**src/rtl/spsc_pkg.sv**
```systemverilog
package spsc_pkg;

   // Number of servo channels kept in the width store.
   localparam int CHANNELS = 4;
   // The input item carries a fixed number of samples and the result a fixed number of widths.
   localparam int ADC_FIELDS = 4;
   localparam int OUT_FIELDS = 4;
   localparam int ADC_LANES  = (CHANNELS < ADC_FIELDS) ? CHANNELS : ADC_FIELDS;

   localparam int WIDTH_W  = 12;
   localparam int ADC_W    = 10;
   localparam int STEP_W   = 8;
   localparam int SPAN_W   = WIDTH_W + 1;
   localparam int PROD_W   = ADC_W + 1 + SPAN_W;
   localparam int MAG_W    = 22;
   localparam int RECIP_W  = 23;
   localparam int QUOT_W   = WIDTH_W + 1;
   localparam int TARGET_W = WIDTH_W + 2;

   localparam logic [WIDTH_W-1:0] PULSE_MIN_RESET = 12'd500;
   localparam logic [WIDTH_W-1:0] PULSE_MAX_RESET = 12'd2500;
   localparam logic [STEP_W-1:0]  STEP_SIZE_RESET = 8'd10;
   localparam logic [WIDTH_W-1:0] WIDTH_RESET     = 12'd1500;

   // ceil(2^32 / 1023); exact quotient after at most one downward correction.
   localparam logic [RECIP_W-1:0] RECIP_1023  = 23'd4198405;
   localparam int                 RECIP_SHIFT = 32;

   localparam logic OP_ADC   = 1'b0;
   localparam logic OP_NUDGE = 1'b1;

   typedef enum logic [1:0] {
      REG_PULSE_MIN = 2'd0,
      REG_PULSE_MAX = 2'd1,
      REG_STEP_SIZE = 2'd2
   } csr_index_type;

   typedef logic [WIDTH_W-1:0]         width_type;
   typedef logic signed [TARGET_W-1:0] target_type;

   typedef struct packed {
      logic             opcode;
      logic [ADC_W-1:0] adc0;
      logic [ADC_W-1:0] adc1;
      logic [ADC_W-1:0] adc2;
      logic [ADC_W-1:0] adc3;
      logic [1:0]       channel;
      logic             direction;
   } req_type;

   typedef struct packed {
      logic [WIDTH_W-1:0] width0;
      logic [WIDTH_W-1:0] width1;
      logic [WIDTH_W-1:0] width2;
      logic [WIDTH_W-1:0] width3;
   } rsp_type;

   // Stage load strobes shared by all lanes.
   typedef struct packed {
      logic s1_load;
      logic s2_load;
      logic s3_load;
   } lane_ctl_type;

   // What the update stage needs to know about an item besides the targets.
   typedef struct packed {
      logic       nudge;
      logic [1:0] channel;
      logic       direction;
   } op_type;

endpackage

```
**src/rtl/spsc_lane.sv**
```systemverilog
// One channel's target mapping: sample * (max - min) / 1023 + min, truncating toward zero.
module spsc_lane (
   input  logic                                clock,
   input  spsc_pkg::lane_ctl_type              ctl,
   input  logic [spsc_pkg::ADC_W-1:0]          sample,
   input  logic [spsc_pkg::WIDTH_W-1:0]        pulse_min,
   input  logic [spsc_pkg::WIDTH_W-1:0]        pulse_max,
   output spsc_pkg::target_type                target
);

   logic signed [spsc_pkg::SPAN_W-1:0] span;
   logic signed [spsc_pkg::PROD_W-1:0] prod;
   logic [spsc_pkg::PROD_W-1:0]        prod_abs;

   logic [spsc_pkg::MAG_W-1:0]  mag1_ff, mag1_in;
   logic                        neg1_ff, neg1_in;

   logic [spsc_pkg::MAG_W+spsc_pkg::RECIP_W-1:0] recip_prod;
   logic [spsc_pkg::QUOT_W-1:0] qest2_ff, qest2_in;
   logic [spsc_pkg::MAG_W-1:0]  mag2_ff;
   logic                        neg2_ff;

   logic [spsc_pkg::RECIP_W-1:0]   back_prod;
   logic [spsc_pkg::QUOT_W-1:0]    quot_fix;
   logic signed [spsc_pkg::TARGET_W-1:0] quot_signed;
   spsc_pkg::target_type target3_ff, target3_in;

   // Stage 1: signed span times the sample, kept as sign and magnitude.
   assign span = $signed({1'b0, pulse_max}) - $signed({1'b0, pulse_min});
   assign prod = $signed({1'b0, sample}) * span;
   assign prod_abs = prod[spsc_pkg::PROD_W-1] ? (-prod) : prod;
   assign mag1_in = prod_abs[spsc_pkg::MAG_W-1:0];
   assign neg1_in = prod[spsc_pkg::PROD_W-1];

   // Stage 2: reciprocal multiply gives the quotient or one too many.
   assign recip_prod = mag1_ff * spsc_pkg::RECIP_1023;
   assign qest2_in = recip_prod[spsc_pkg::RECIP_SHIFT +: spsc_pkg::QUOT_W];

   // Stage 3: correct the estimate, restore the sign and add the offset.
   assign back_prod = {qest2_ff, 10'b0} - {10'b0, qest2_ff};
   assign quot_fix  = qest2_ff - {{(spsc_pkg::QUOT_W-1){1'b0}},
                                  (back_prod > {1'b0, mag2_ff})};
   assign quot_signed = neg2_ff ?
                        -$signed({2'b0, quot_fix[spsc_pkg::WIDTH_W-1:0]}) :
                         $signed({2'b0, quot_fix[spsc_pkg::WIDTH_W-1:0]});
   assign target3_in = quot_signed + $signed({2'b0, pulse_min});

   always_ff @(posedge clock) begin
      if (ctl.s1_load) begin
         mag1_ff <= mag1_in;
         neg1_ff <= neg1_in;
      end
      if (ctl.s2_load) begin
         qest2_ff <= qest2_in;
         mag2_ff  <= mag1_ff;
         neg2_ff  <= neg1_ff;
      end
      if (ctl.s3_load) begin
         target3_ff <= target3_in;
      end
   end

   assign target = target3_ff;

endmodule

```
**src/rtl/spsc_update.sv**
```systemverilog
// Merge stage: applies the lane targets or a nudge to the stored widths.
module spsc_update (
   input  logic                          clock,
   input  logic                          reset,
   input  logic                          load,
   input  spsc_pkg::op_type              op,
   input  spsc_pkg::target_type          targets [spsc_pkg::ADC_LANES],
   input  logic [spsc_pkg::WIDTH_W-1:0]  pulse_min,
   input  logic [spsc_pkg::WIDTH_W-1:0]  pulse_max,
   input  logic [spsc_pkg::STEP_W-1:0]   step_size,
   output spsc_pkg::width_type           widths [spsc_pkg::CHANNELS]
);

   localparam int PAD_W = spsc_pkg::WIDTH_W - spsc_pkg::STEP_W;

   spsc_pkg::width_type widths_ff [spsc_pkg::CHANNELS];

   for (genvar ch = 0; ch < spsc_pkg::CHANNELS; ch++) begin : g_chan
      logic [spsc_pkg::WIDTH_W:0]   up_sum;
      logic [spsc_pkg::WIDTH_W:0]   lo_plus_step;
      logic [spsc_pkg::WIDTH_W-1:0] down_diff;
      logic [spsc_pkg::WIDTH_W-1:0] nudged;
      logic [spsc_pkg::WIDTH_W-1:0] slewed;
      logic [spsc_pkg::WIDTH_W-1:0] widths_in;
      logic                         hit;

      assign up_sum       = {1'b0, widths_ff[ch]} + {{(PAD_W+1){1'b0}}, step_size};
      assign lo_plus_step = {1'b0, pulse_min} + {{(PAD_W+1){1'b0}}, step_size};
      assign down_diff    = widths_ff[ch] - {{PAD_W{1'b0}}, step_size};
      assign hit          = (int'(op.channel) == ch);

      // Nudges clamp to the configured range instead of saturating.
      always_comb begin
         nudged = widths_ff[ch];
         if (op.direction) begin
            if (widths_ff[ch] < pulse_max) begin
               nudged = (up_sum > {1'b0, pulse_max}) ? pulse_max
                                                     : up_sum[spsc_pkg::WIDTH_W-1:0];
            end
         end else begin
            if (widths_ff[ch] > pulse_min) begin
               nudged = ({1'b0, widths_ff[ch]} < lo_plus_step) ? pulse_min : down_diff;
            end
         end
      end

      if (ch < spsc_pkg::ADC_LANES) begin : g_slew
         logic signed [spsc_pkg::TARGET_W-1:0] width_s;
         assign width_s = $signed({2'b0, widths_ff[ch]});
         always_comb begin
            slewed = widths_ff[ch];
            if (targets[ch] > width_s) begin
               slewed = up_sum[spsc_pkg::WIDTH_W] ? '1 : up_sum[spsc_pkg::WIDTH_W-1:0];
            end else if (targets[ch] < width_s) begin
               slewed = ({1'b0, widths_ff[ch]} < {{(PAD_W+1){1'b0}}, step_size}) ?
                        '0 : down_diff;
            end
         end
      end else begin : g_no_slew
         assign slewed = widths_ff[ch];
      end

      always_comb begin
         widths_in = widths_ff[ch];
         if (load) begin
            if (op.nudge == spsc_pkg::OP_NUDGE) begin
               if (hit) begin
                  widths_in = nudged;
               end
            end else begin
               widths_in = slewed;
            end
         end
      end

      always_ff @(posedge clock) begin
         if (reset) begin
            widths_ff[ch] <= spsc_pkg::WIDTH_RESET;
         end else begin
            widths_ff[ch] <= widths_in;
         end
      end

      assign widths[ch] = widths_ff[ch];
   end

endmodule

```
**src/rtl/servo_pulse_slew_controller_top.sv**
```systemverilog
// Servo pulse slew controller.
//
// The req channel transfers one item per accepted cycle: either an ADC frame of four
// 10-bit samples (opcode 0) or a nudge of one channel up or down (opcode 1). Each
// item produces exactly one transfer on the rsp channel carrying all four pulse
// widths as they stand after that item. Channels beyond the configured count read
// as zero. The csr port writes pulse_min, pulse_max and step_size; writes are
// expected only while no item is in flight.
//
// The rsp_valid flag rises once an item has passed the lane stages and the merge stage.
// Throughput is one item per cycle while rsp is not stalled: four identical lanes map
// the samples to targets through a three-stage pipeline (product, reciprocal
// multiply by 1/1023, correction and offset), and a merge stage moves the stored
// widths and loads the response register.
//
// The stored widths are the response register: they change only when an item
// enters the response stage, so a stalled rsp payload holds. Bubbles in the lane
// pipeline are squeezed out while rsp is stalled; req_stall rises only once every
// stage is full. Reset clears the pipeline, the widths to 1500 and the registers
// to their defaults.
module servo_pulse_slew_controller_top (
   input  logic                          clock,
   input  logic                          reset,
   input  logic                          req_valid,
   output logic                          req_stall,
   input  spsc_pkg::req_type             req_data,
   output logic                          rsp_valid,
   input  logic                          rsp_stall,
   output spsc_pkg::rsp_type             rsp_data,
   input  logic                          csr_we,
   input  logic [1:0]                    csr_index,
   input  logic [spsc_pkg::WIDTH_W-1:0]  csr_wdata
);

   // Configuration registers.
   logic [spsc_pkg::WIDTH_W-1:0] pulse_min_ff;
   logic [spsc_pkg::WIDTH_W-1:0] pulse_max_ff;
   logic [spsc_pkg::STEP_W-1:0]  step_size_ff;

   // Pipeline occupancy.
   logic v1_ff, v1_in;
   logic v2_ff, v2_in;
   logic v3_ff, v3_in;
   logic rsp_valid_ff, rsp_valid_in;

   // Item kind and nudge fields travel beside the lane data.
   spsc_pkg::op_type op1_ff, op2_ff, op3_ff, op_in;

   spsc_pkg::lane_ctl_type ctl;
   logic                   out_load;
   logic                   accept;

   logic [spsc_pkg::ADC_W-1:0] adc_sample [spsc_pkg::ADC_FIELDS];
   spsc_pkg::target_type       targets    [spsc_pkg::ADC_LANES];
   spsc_pkg::width_type        widths     [spsc_pkg::CHANNELS];
   spsc_pkg::width_type        out_w      [spsc_pkg::OUT_FIELDS];

   always_ff @(posedge clock) begin
      if (reset) begin
         pulse_min_ff <= spsc_pkg::PULSE_MIN_RESET;
         pulse_max_ff <= spsc_pkg::PULSE_MAX_RESET;
         step_size_ff <= spsc_pkg::STEP_SIZE_RESET;
      end else if (csr_we) begin
         case (csr_index)
            spsc_pkg::REG_PULSE_MIN: pulse_min_ff <= csr_wdata;
            spsc_pkg::REG_PULSE_MAX: pulse_max_ff <= csr_wdata;
            spsc_pkg::REG_STEP_SIZE: step_size_ff <= csr_wdata[spsc_pkg::STEP_W-1:0];
            default: ;
         endcase
      end
   end

   // A stage advances when the stage after it is empty or advancing itself.
   assign out_load    = v3_ff && (!rsp_valid_ff || !rsp_stall);
   assign ctl.s3_load = v2_ff && (!v3_ff || out_load);
   assign ctl.s2_load = v1_ff && (!v2_ff || ctl.s3_load);
   assign req_stall   = v1_ff && !ctl.s2_load;
   assign accept      = req_valid && !req_stall;
   assign ctl.s1_load = accept;

   always_comb begin
      v1_in = ctl.s1_load || (v1_ff && !ctl.s2_load);
      v2_in = ctl.s2_load || (v2_ff && !ctl.s3_load);
      v3_in = ctl.s3_load || (v3_ff && !out_load);
      rsp_valid_in = out_load || (rsp_valid_ff && rsp_stall);
   end

   assign op_in.nudge     = (req_data.opcode == spsc_pkg::OP_NUDGE);
   assign op_in.channel   = req_data.channel;
   assign op_in.direction = req_data.direction;

   always_ff @(posedge clock) begin
      if (reset) begin
         v1_ff        <= 1'b0;
         v2_ff        <= 1'b0;
         v3_ff        <= 1'b0;
         rsp_valid_ff <= 1'b0;
      end else begin
         v1_ff        <= v1_in;
         v2_ff        <= v2_in;
         v3_ff        <= v3_in;
         rsp_valid_ff <= rsp_valid_in;
      end
   end

   always_ff @(posedge clock) begin
      if (ctl.s1_load) begin
         op1_ff <= op_in;
      end
      if (ctl.s2_load) begin
         op2_ff <= op1_ff;
      end
      if (ctl.s3_load) begin
         op3_ff <= op2_ff;
      end
   end

   assign adc_sample[0] = req_data.adc0;
   assign adc_sample[1] = req_data.adc1;
   assign adc_sample[2] = req_data.adc2;
   assign adc_sample[3] = req_data.adc3;

   for (genvar i = 0; i < spsc_pkg::ADC_LANES; i++) begin : g_lane
      spsc_lane u_lane (
         .clock     (clock),
         .ctl       (ctl),
         .sample    (adc_sample[i]),
         .pulse_min (pulse_min_ff),
         .pulse_max (pulse_max_ff),
         .target    (targets[i])
      );
   end

   spsc_update u_update (
      .clock     (clock),
      .reset     (reset),
      .load      (out_load),
      .op        (op3_ff),
      .targets   (targets),
      .pulse_min (pulse_min_ff),
      .pulse_max (pulse_max_ff),
      .step_size (step_size_ff),
      .widths    (widths)
   );

   // Result fields past the channel count read as zero.
   for (genvar i = 0; i < spsc_pkg::OUT_FIELDS; i++) begin : g_out
      if (i < spsc_pkg::CHANNELS) begin : g_used
         assign out_w[i] = widths[i];
      end else begin : g_unused
         assign out_w[i] = '0;
      end
   end

   assign rsp_data.width0 = out_w[0];
   assign rsp_data.width1 = out_w[1];
   assign rsp_data.width2 = out_w[2];
   assign rsp_data.width3 = out_w[3];
   assign rsp_valid       = rsp_valid_ff;

endmodule

```
**config.mk**
```make
export PLATFORM = sky130hd
export DESIGN_NAME = servo_pulse_slew_controller_top
export DESIGN_NICKNAME = d
export VERILOG_FILES = /design/src/rtl/spsc_pkg.sv /design/src/rtl/spsc_lane.sv /design/src/rtl/spsc_update.sv /design/src/rtl/servo_pulse_slew_controller_top.sv
export SDC_FILE = /design/constraint.sdc
export NUM_CORES = 2
export LEC_CHECK = 0
export ABC_AREA = 0
export BUFFER_PORTS_ARGS = -buffer_cell sky130_fd_sc_hd__buf_4
export CAP_MARGIN = 5
export CELL_PAD_IN_SITES_DETAIL_PLACEMENT = 1
export CELL_PAD_IN_SITES_GLOBAL_PLACEMENT = 1
export CORE_UTILIZATION = 25
export DETAILED_ROUTE_END_ITERATION = 7
export GPL_TIMING_DRIVEN = 0
export PLACE_DENSITY = 0.51
export SETUP_SLACK_MARGIN = 0.2
export SYNTH_ARGS = -nofsm -noshare
export SYNTH_HDL_FRONTEND = slang
export SYNTH_HIERARCHICAL = 1
export SYNTH_SLANG_ARGS = --single-unit
```
**constraint.sdc**
```tcl
create_clock -name clock -period 7.9 [get_ports clock]
set_input_delay 1.975 -clock clock [delete_from_list [all_inputs] [get_ports clock]]
set_output_delay 1.975 -clock clock [all_outputs]
set_load 0.01 [all_outputs]
```
Word level (Yosys, flattened, before mapping)
Memory sizes are Yosys's and may differ from the RTL's.
Index checks and enable logic that the tools add are counted.
Widths: inputs -> output; s select.
{"block": "word_totals", "regBits": 340, "mem_bits_rw": 48, "out_inout_bits": 50, "wordCells": 211, "mem_count": 1}
{"memory": "u_update.widths_ff", "words": 4, "width": 12, "rd": 4, "rd_clocked_by_memory_dff": 0, "write_ports": 4, "line": "spsc_update.sv:16", "source": "spsc_pkg::width_type widths_ff [spsc_pkg::CHANNELS];"}
{"block": "classes", "n_addsub": 30, "mul": 8, "n_lt_le_gt_ge": 32, "n_eq_ne": 5, "mux": 63, "bitwise": 4, "n_reduce_logical": 28}
{"op": "$mux 12", "n": 52}
{"op": "$mul 22x23->45 const B", "n": 4}
{"op": "$mul 11x13->24", "n": 4}
{"op": "$gt 23x22->1", "n": 4}
{"op": "$sub 23x13->23", "n": 4}
{"op": "$mux 22", "n": 4}
{"op": "$neg 22->22", "n": 4}
{"op": "$add 12x8->13", "n": 5}
{"op": "$add 14x13->14", "n": 4}
{"op": "$gt 14x13->1", "n": 4}
{"op": "$lt 14x13->1", "n": 4}
{"op": "$mux 14", "n": 4}
{"op": "$neg 12->14", "n": 4}
{"op": "$gt 13x12->1", "n": 4}
{"op": "$lt 12x13->1", "n": 4}
{"op": "$gt 12x12->1", "n": 4}
{"op": "$lt 12x12->1", "n": 4}
{"op": "$lt 12x8->1", "n": 4}
{"op": "$sub 12x1->12", "n": 4}
{"op": "$sub 12x8->12", "n": 4}
{"op": "$sub 12x12->13", "n": 1}
{"op": "$logic_and 1x1->1", "n": 8}
{"op": "$logic_not 1->1", "n": 8}
{"op": "$logic_or 1x1->1", "n": 7}
{"op": "other kinds (6)", "n": 17}

Depth between registers and ports, before layout
{"block": "logic_depth", "depth_word": 12, "depth_mapped": 35}

Cells and area by module
Netlist, hierarchy kept.
{"mod": "spsc_update", "instances": 1, "cells_per_inst": 1823, "area_each_um2": 13782.0, "seq_area_each_um2": 960.9}
{"mod": "spsc_lane at g_lane[2].u_lane", "instances": 1, "cells_per_inst": 1447, "area_each_um2": 13579.3, "seq_area_each_um2": 2192.1}
{"mod": "spsc_lane at g_lane[1].u_lane", "instances": 1, "cells_per_inst": 1430, "area_each_um2": 13419.1, "seq_area_each_um2": 2192.1}
{"mod": "spsc_lane at g_lane[0].u_lane", "instances": 1, "cells_per_inst": 1433, "area_each_um2": 13394.1, "seq_area_each_um2": 2192.1}
{"mod": "spsc_lane at g_lane[3].u_lane", "instances": 1, "cells_per_inst": 1416, "area_each_um2": 13269.0, "seq_area_each_um2": 2192.1}
{"mod": "servo_pulse_slew_controller_top", "instances": 1, "cells_per_inst": 162, "area_each_um2": 1874.3, "seq_area_each_um2": 1081.0}

Worst setup path after synthesis
No wires, ideal clock.
{"block": "synth_timing", "path_type": "register to register", "startpoint": "register pulse_min_ff[1] (netlist name)", "endpoint": "register g_lane[2].u_lane/mag1_ff[21] (netlist name) (data pin)", "setup_time_ps": 260, "arrival_time_ps": 7997, "required_time_ps": 7640, "setup_slack_ps": -357, "path_stages_with_launch": 31, "n_path_buf": 1, "period_less_slack_ps": 8257, "cell_sequence": "dfxtp_1 inv_1 ha_1 nor2b_1 o21ai_1 a21boi_0 o21ai_0 a21boi_1 o21ai_0 a21oi_1 o41ai_4 mux2_2 fa_1 inv_1 fa_1 fa_1 fa_1 inv_1 fa_1 inv_1 ha_1 o21ai_1 o21ai_1 a2111oi_2 o31ai_1 o41ai_4 mux2i_1 nor2_2 buf_6 a31oi_1 xnor2_1"}
{"block": "synth_between", "elab_chain_cells": 4}
{"element": "start: declaration", "line": "servo_pulse_slew_controller_top.sv:36", "source": "logic [spsc_pkg::WIDTH_W-1:0] pulse_min_ff;"}
{"element": "start signal: assignment", "line": "servo_pulse_slew_controller_top.sv:60", "source": "pulse_min_ff <= spsc_pkg::PULSE_MIN_RESET;"}
{"element": "start signal: assignment", "line": "servo_pulse_slew_controller_top.sv:65", "source": "spsc_pkg::REG_PULSE_MIN: pulse_min_ff <= csr_wdata;"}
{"element": "$sub 12x12->13 *", "line": "spsc_lane.sv:29", "source": "assign span = $signed({1'b0, pulse_max}) - $signed({1'b0, pulse_min});"}
{"element": "$mul 11x13->24 *", "line": "spsc_lane.sv:30", "source": "assign prod = $signed({1'b0, sample}) * span;"}
{"element": "$neg 22->22", "line": "spsc_lane.sv:31", "source": "assign prod_abs = prod[spsc_pkg::PROD_W-1] ? (-prod) : prod;"}
{"element": "$mux 22 *", "line": "spsc_lane.sv:31"}
{"element": "via g_lane[2].u_lane.prod_abs, one bit", "line": "spsc_lane.sv:13", "source": "logic [spsc_pkg::PROD_W-1:0] prod_abs;"}
{"element": "end signal: assignment", "line": "spsc_lane.sv:50", "source": "mag1_ff <= mag1_in;"}
{"element": "end: declaration", "line": "spsc_lane.sv:15", "source": "logic [spsc_pkg::MAG_W-1:0] mag1_ff, mag1_in;"}
The timed path passes the listed nets; every way through them passes the cells marked *.
A chain may end at the register's enable or synchronous reset.

Worst setup path after layout
{"block": "layout_timing", "startpoint": "register pulse_min_ff[0] (netlist name)", "endpoint": "register g_lane[2].u_lane/mag1_ff[18] (netlist name) (data pin)"}
The elaborated chain is that of the path after synthesis.

==> metrics <==
Max FO, Critical Path=10; worst hold path startpoint=g_lane[0].u_lane/neg1_ff; PortBufs=112; via/cell ratio=4.89; Syn Inst Count=7711; Tot GR Track Use=17.7%; CTS tree=built; synthesis-to-layout area growth=19.1%; Multi-input gate area=56200 um^2; H-tree depth=2; die area=279000 um^2; clock slew at reported path FFs=60 ps; WP data required=8250 ps; Residual DRC=0; CP Depth=34; 1st-iter DRT viols=2650; Filler Cell Count=31757; Hold Path Class=reg -> reg; critical path class=reg -> reg; worst reg2reg setup slack=-90 ps; critical path endpoint category=flop; Crit path top cell by count=fa_1; Die Wd=529 um; die height=529 um; WP data arrival=8350 ps; Synth area leaders=ha_1 24%, fa_1 16%, edfxtp_1 13%, inv_1 6.6%, xnor2_1 4.3%; Num CTS Buffers=49; Final TNS setup=-901 ps; #FFs+latches synth=388; max-cap violations=0; FF-to-FF path depth=34; worst setup margin=-93.2 ps; total I/O pin count=113; worst r2r dst=g_lane[2].u_lane/mag1_ff[18]; outcome=finished with violations; slew margin rel.=9.83%; clk_skew=40.9 ps; Syn. warnings=6; kind of cell adding the most delay to the critical path=adder cells; Synth area leader=ha_1; distinct cell type count after synthesis=132; maximum clock rate=125 MHz; vias in the first global route=61924; unrepaired setup endpoints after global routing=true; Sink Count=388; syn_nets=9659; Detail Route Antenna Nets=0; top_reg_cell synth=edfxtp_1; final wirelength=252 mm; period utilization=101%; starting density of the core=25.2%; Final GP Congestion=0.874; Crit-path slowest cell=fa_1; FF-to-FF Start=pulse_min_ff[0]; Avg WL per Cell=21.2 um; first-pass GRT wire length=380 mm; Post-Synthesis Cell Area=69300 um^2; Crit path largest cell delay=550 ps; post-synth top area share=24.0%; Clock Latency Late Sink=650 ps; largest net degree at the start of global routing=66; Critical path buffers and inverters=8; root buf cell=clkbuf_16; initial antenna violation count=10; Slew Limit Fails=0; FP Rows=192; core area=275000 um^2; post-detail-place hpwl=196 mm; via count=58182; post-route minimum period=7990 ps; maximum clock insertion buffer count=3; fin nets=10106; Async SR Flop Fraction=0%; Initial DRT Pass Iterations=7; failing checks=setup timing; Post-synth EDFFs=304; register area=10900 um^2; Hold Path Sink=g_lane[0].u_lane/neg2_ff; CP Launch Type=flop; final number of setup-violating endpoints=21; sequential fraction of the synthesis area=15.6%; Hold Violations, Final=0; share of layout cells above drive strength 1=14.1%; Least-Margin Pin Slew=1340 ps; hold-critical path depth=0; Avg Cell Area, Syn=8.99 um^2; grt total ovfl=0
flip-flops by register name, indices dropped and copies added (netlist names), 8 cells and up:
| name | flops |
|---|---|
| g_lane.u_lane/mag2_ff | 88 |
| step_size_ff | 8 |
| g_lane.u_lane/mag1_ff | 88 |
| g_lane.u_lane/qest2_ff | 52 |
| g_lane.u_lane/target | 56 |
| pulse_min_ff | 12 |
| u_update/widths_ff | 48 |
| pulse_max_ff | 12 |
logic make-up (layout without fill, tap and decap cells):
| kind of cell | count (synthesis) | count (layout) | share of synthesized area [%] |
|---|---|---|---|
| flip-flops | 388 | 388 | 15.6 |
| AO/OA/AOI/OAI | 1419 | 1419 | 14.0 |
| XOR/XNOR | 493 | 493 | 6.24 |
| other | 0 | 5 | 0 |
| buffers and inverters | 1402 | 1889 | 7.75 |
| multiplexers | 110 | 110 | 1.64 |
| AND/OR/NAND/NOR | 2014 | 2015 | 14.8 |
| adder cells (fa/ha/maj) | 1885 | 1885 | 40.1 |
per-stage QoR:
step                      hold slack, ps  area (um^2)  utilization [%]  setup slack, ps  std cells
after floorplan                      400        69400                -              208       7711
after global placement               401        74800             27.3            -2340      11509
after detailed placement             405        75100             27.3            -2260      11521
after CTS                            399        80900             29.5            -69.2      11806
after global routing                 409        82500             30.1             -347      11889
final                                402        82500             30.1            -93.2      11890
final cells by class:
type,instances,share of cell area (%)
multi-input combinational,5922,68.1
sequential,388,13.2
tap,3686,5.59
inverter,1215,5.55
timing repair buffer,395,4.36
clock buffer,58,1.58
buffer,187,1.26
clock inverter,34,0.405
antenna,5,0.0152
synth_stat cells, types with 47 or more instances:
cell type  instances
ha_1            1328
and3_1            47
edfxtp_1         304
o21ai_0          270
a21oi_1          361
dfxtp_1           84
nand2b_1         142
o31ai_1           48
nor2b_1          156
a21o_1           109
nor2_1           356
and2_1           159
xnor2_1          339
nand4_1           70
fa_1             557
clkbuf_1         138
inv_1           1210
nand3_1          157
nand2_1          559
o21a_1            79
nor3_1           147
xor2_1           153
mux2i_1           83
a211oi_1          66
placed cells by master, fill, tap and decap left out, types with 143 or more instances in the layout:
cell | synthesis | final
nor2b_1 | 156 | 143
xnor2_1 | 339 | 298
and2_1 | 159 | 152
a21oi_1 | 361 | 318
ha_1 | 1328 | 1285
nor2_1 | 356 | 325
xor2_1 | 153 | 143
o21ai_0 | 270 | 207
nand3_1 | 157 | 156
nand2_1 | 559 | 537
buf_4 | 5 | 314
inv_1 | 1210 | 1179
edfxtp_1 | 304 | 304
fa_1 | 557 | 529
layer usage:
layer / GRT usage [%] / share of wire, %
met1: 23.4 / 46
met2: 30.5 / 48
met3: 1.29 / 3.3
met4: 5.02 / 3.2
met5: 0 / 0
worst max-delay path by stage:
stage,from,endpoint
final,pulse_min_ff[0],g_lane[2].u_lane/mag1_ff[18]
after global routing,pulse_min_ff[0],g_lane[2].u_lane/mag1_ff[18]
after CTS,pulse_max_ff[0],g_lane[2].u_lane/mag1_ff[17]
after detailed placement,pulse_max_ff[2],g_lane[3].u_lane/mag1_ff[20]
after global placement,pulse_min_ff[3],g_lane[3].u_lane/mag1_ff[19]
after floorplan,pulse_max_ff[0],g_lane[1].u_lane/mag1_ff[1]
timing repair:
action	4_1_cts	5_1_grt
hold buffers	0	0
endpoints found under the setup margin	90	103
buffers inserted	189	76
cloned	4	1
pin swaps	298	190
resized for setup	572	238
Power is not shown: default switching activity piles up to over one toggle a cycle in this logic, so the estimate is an artifact.
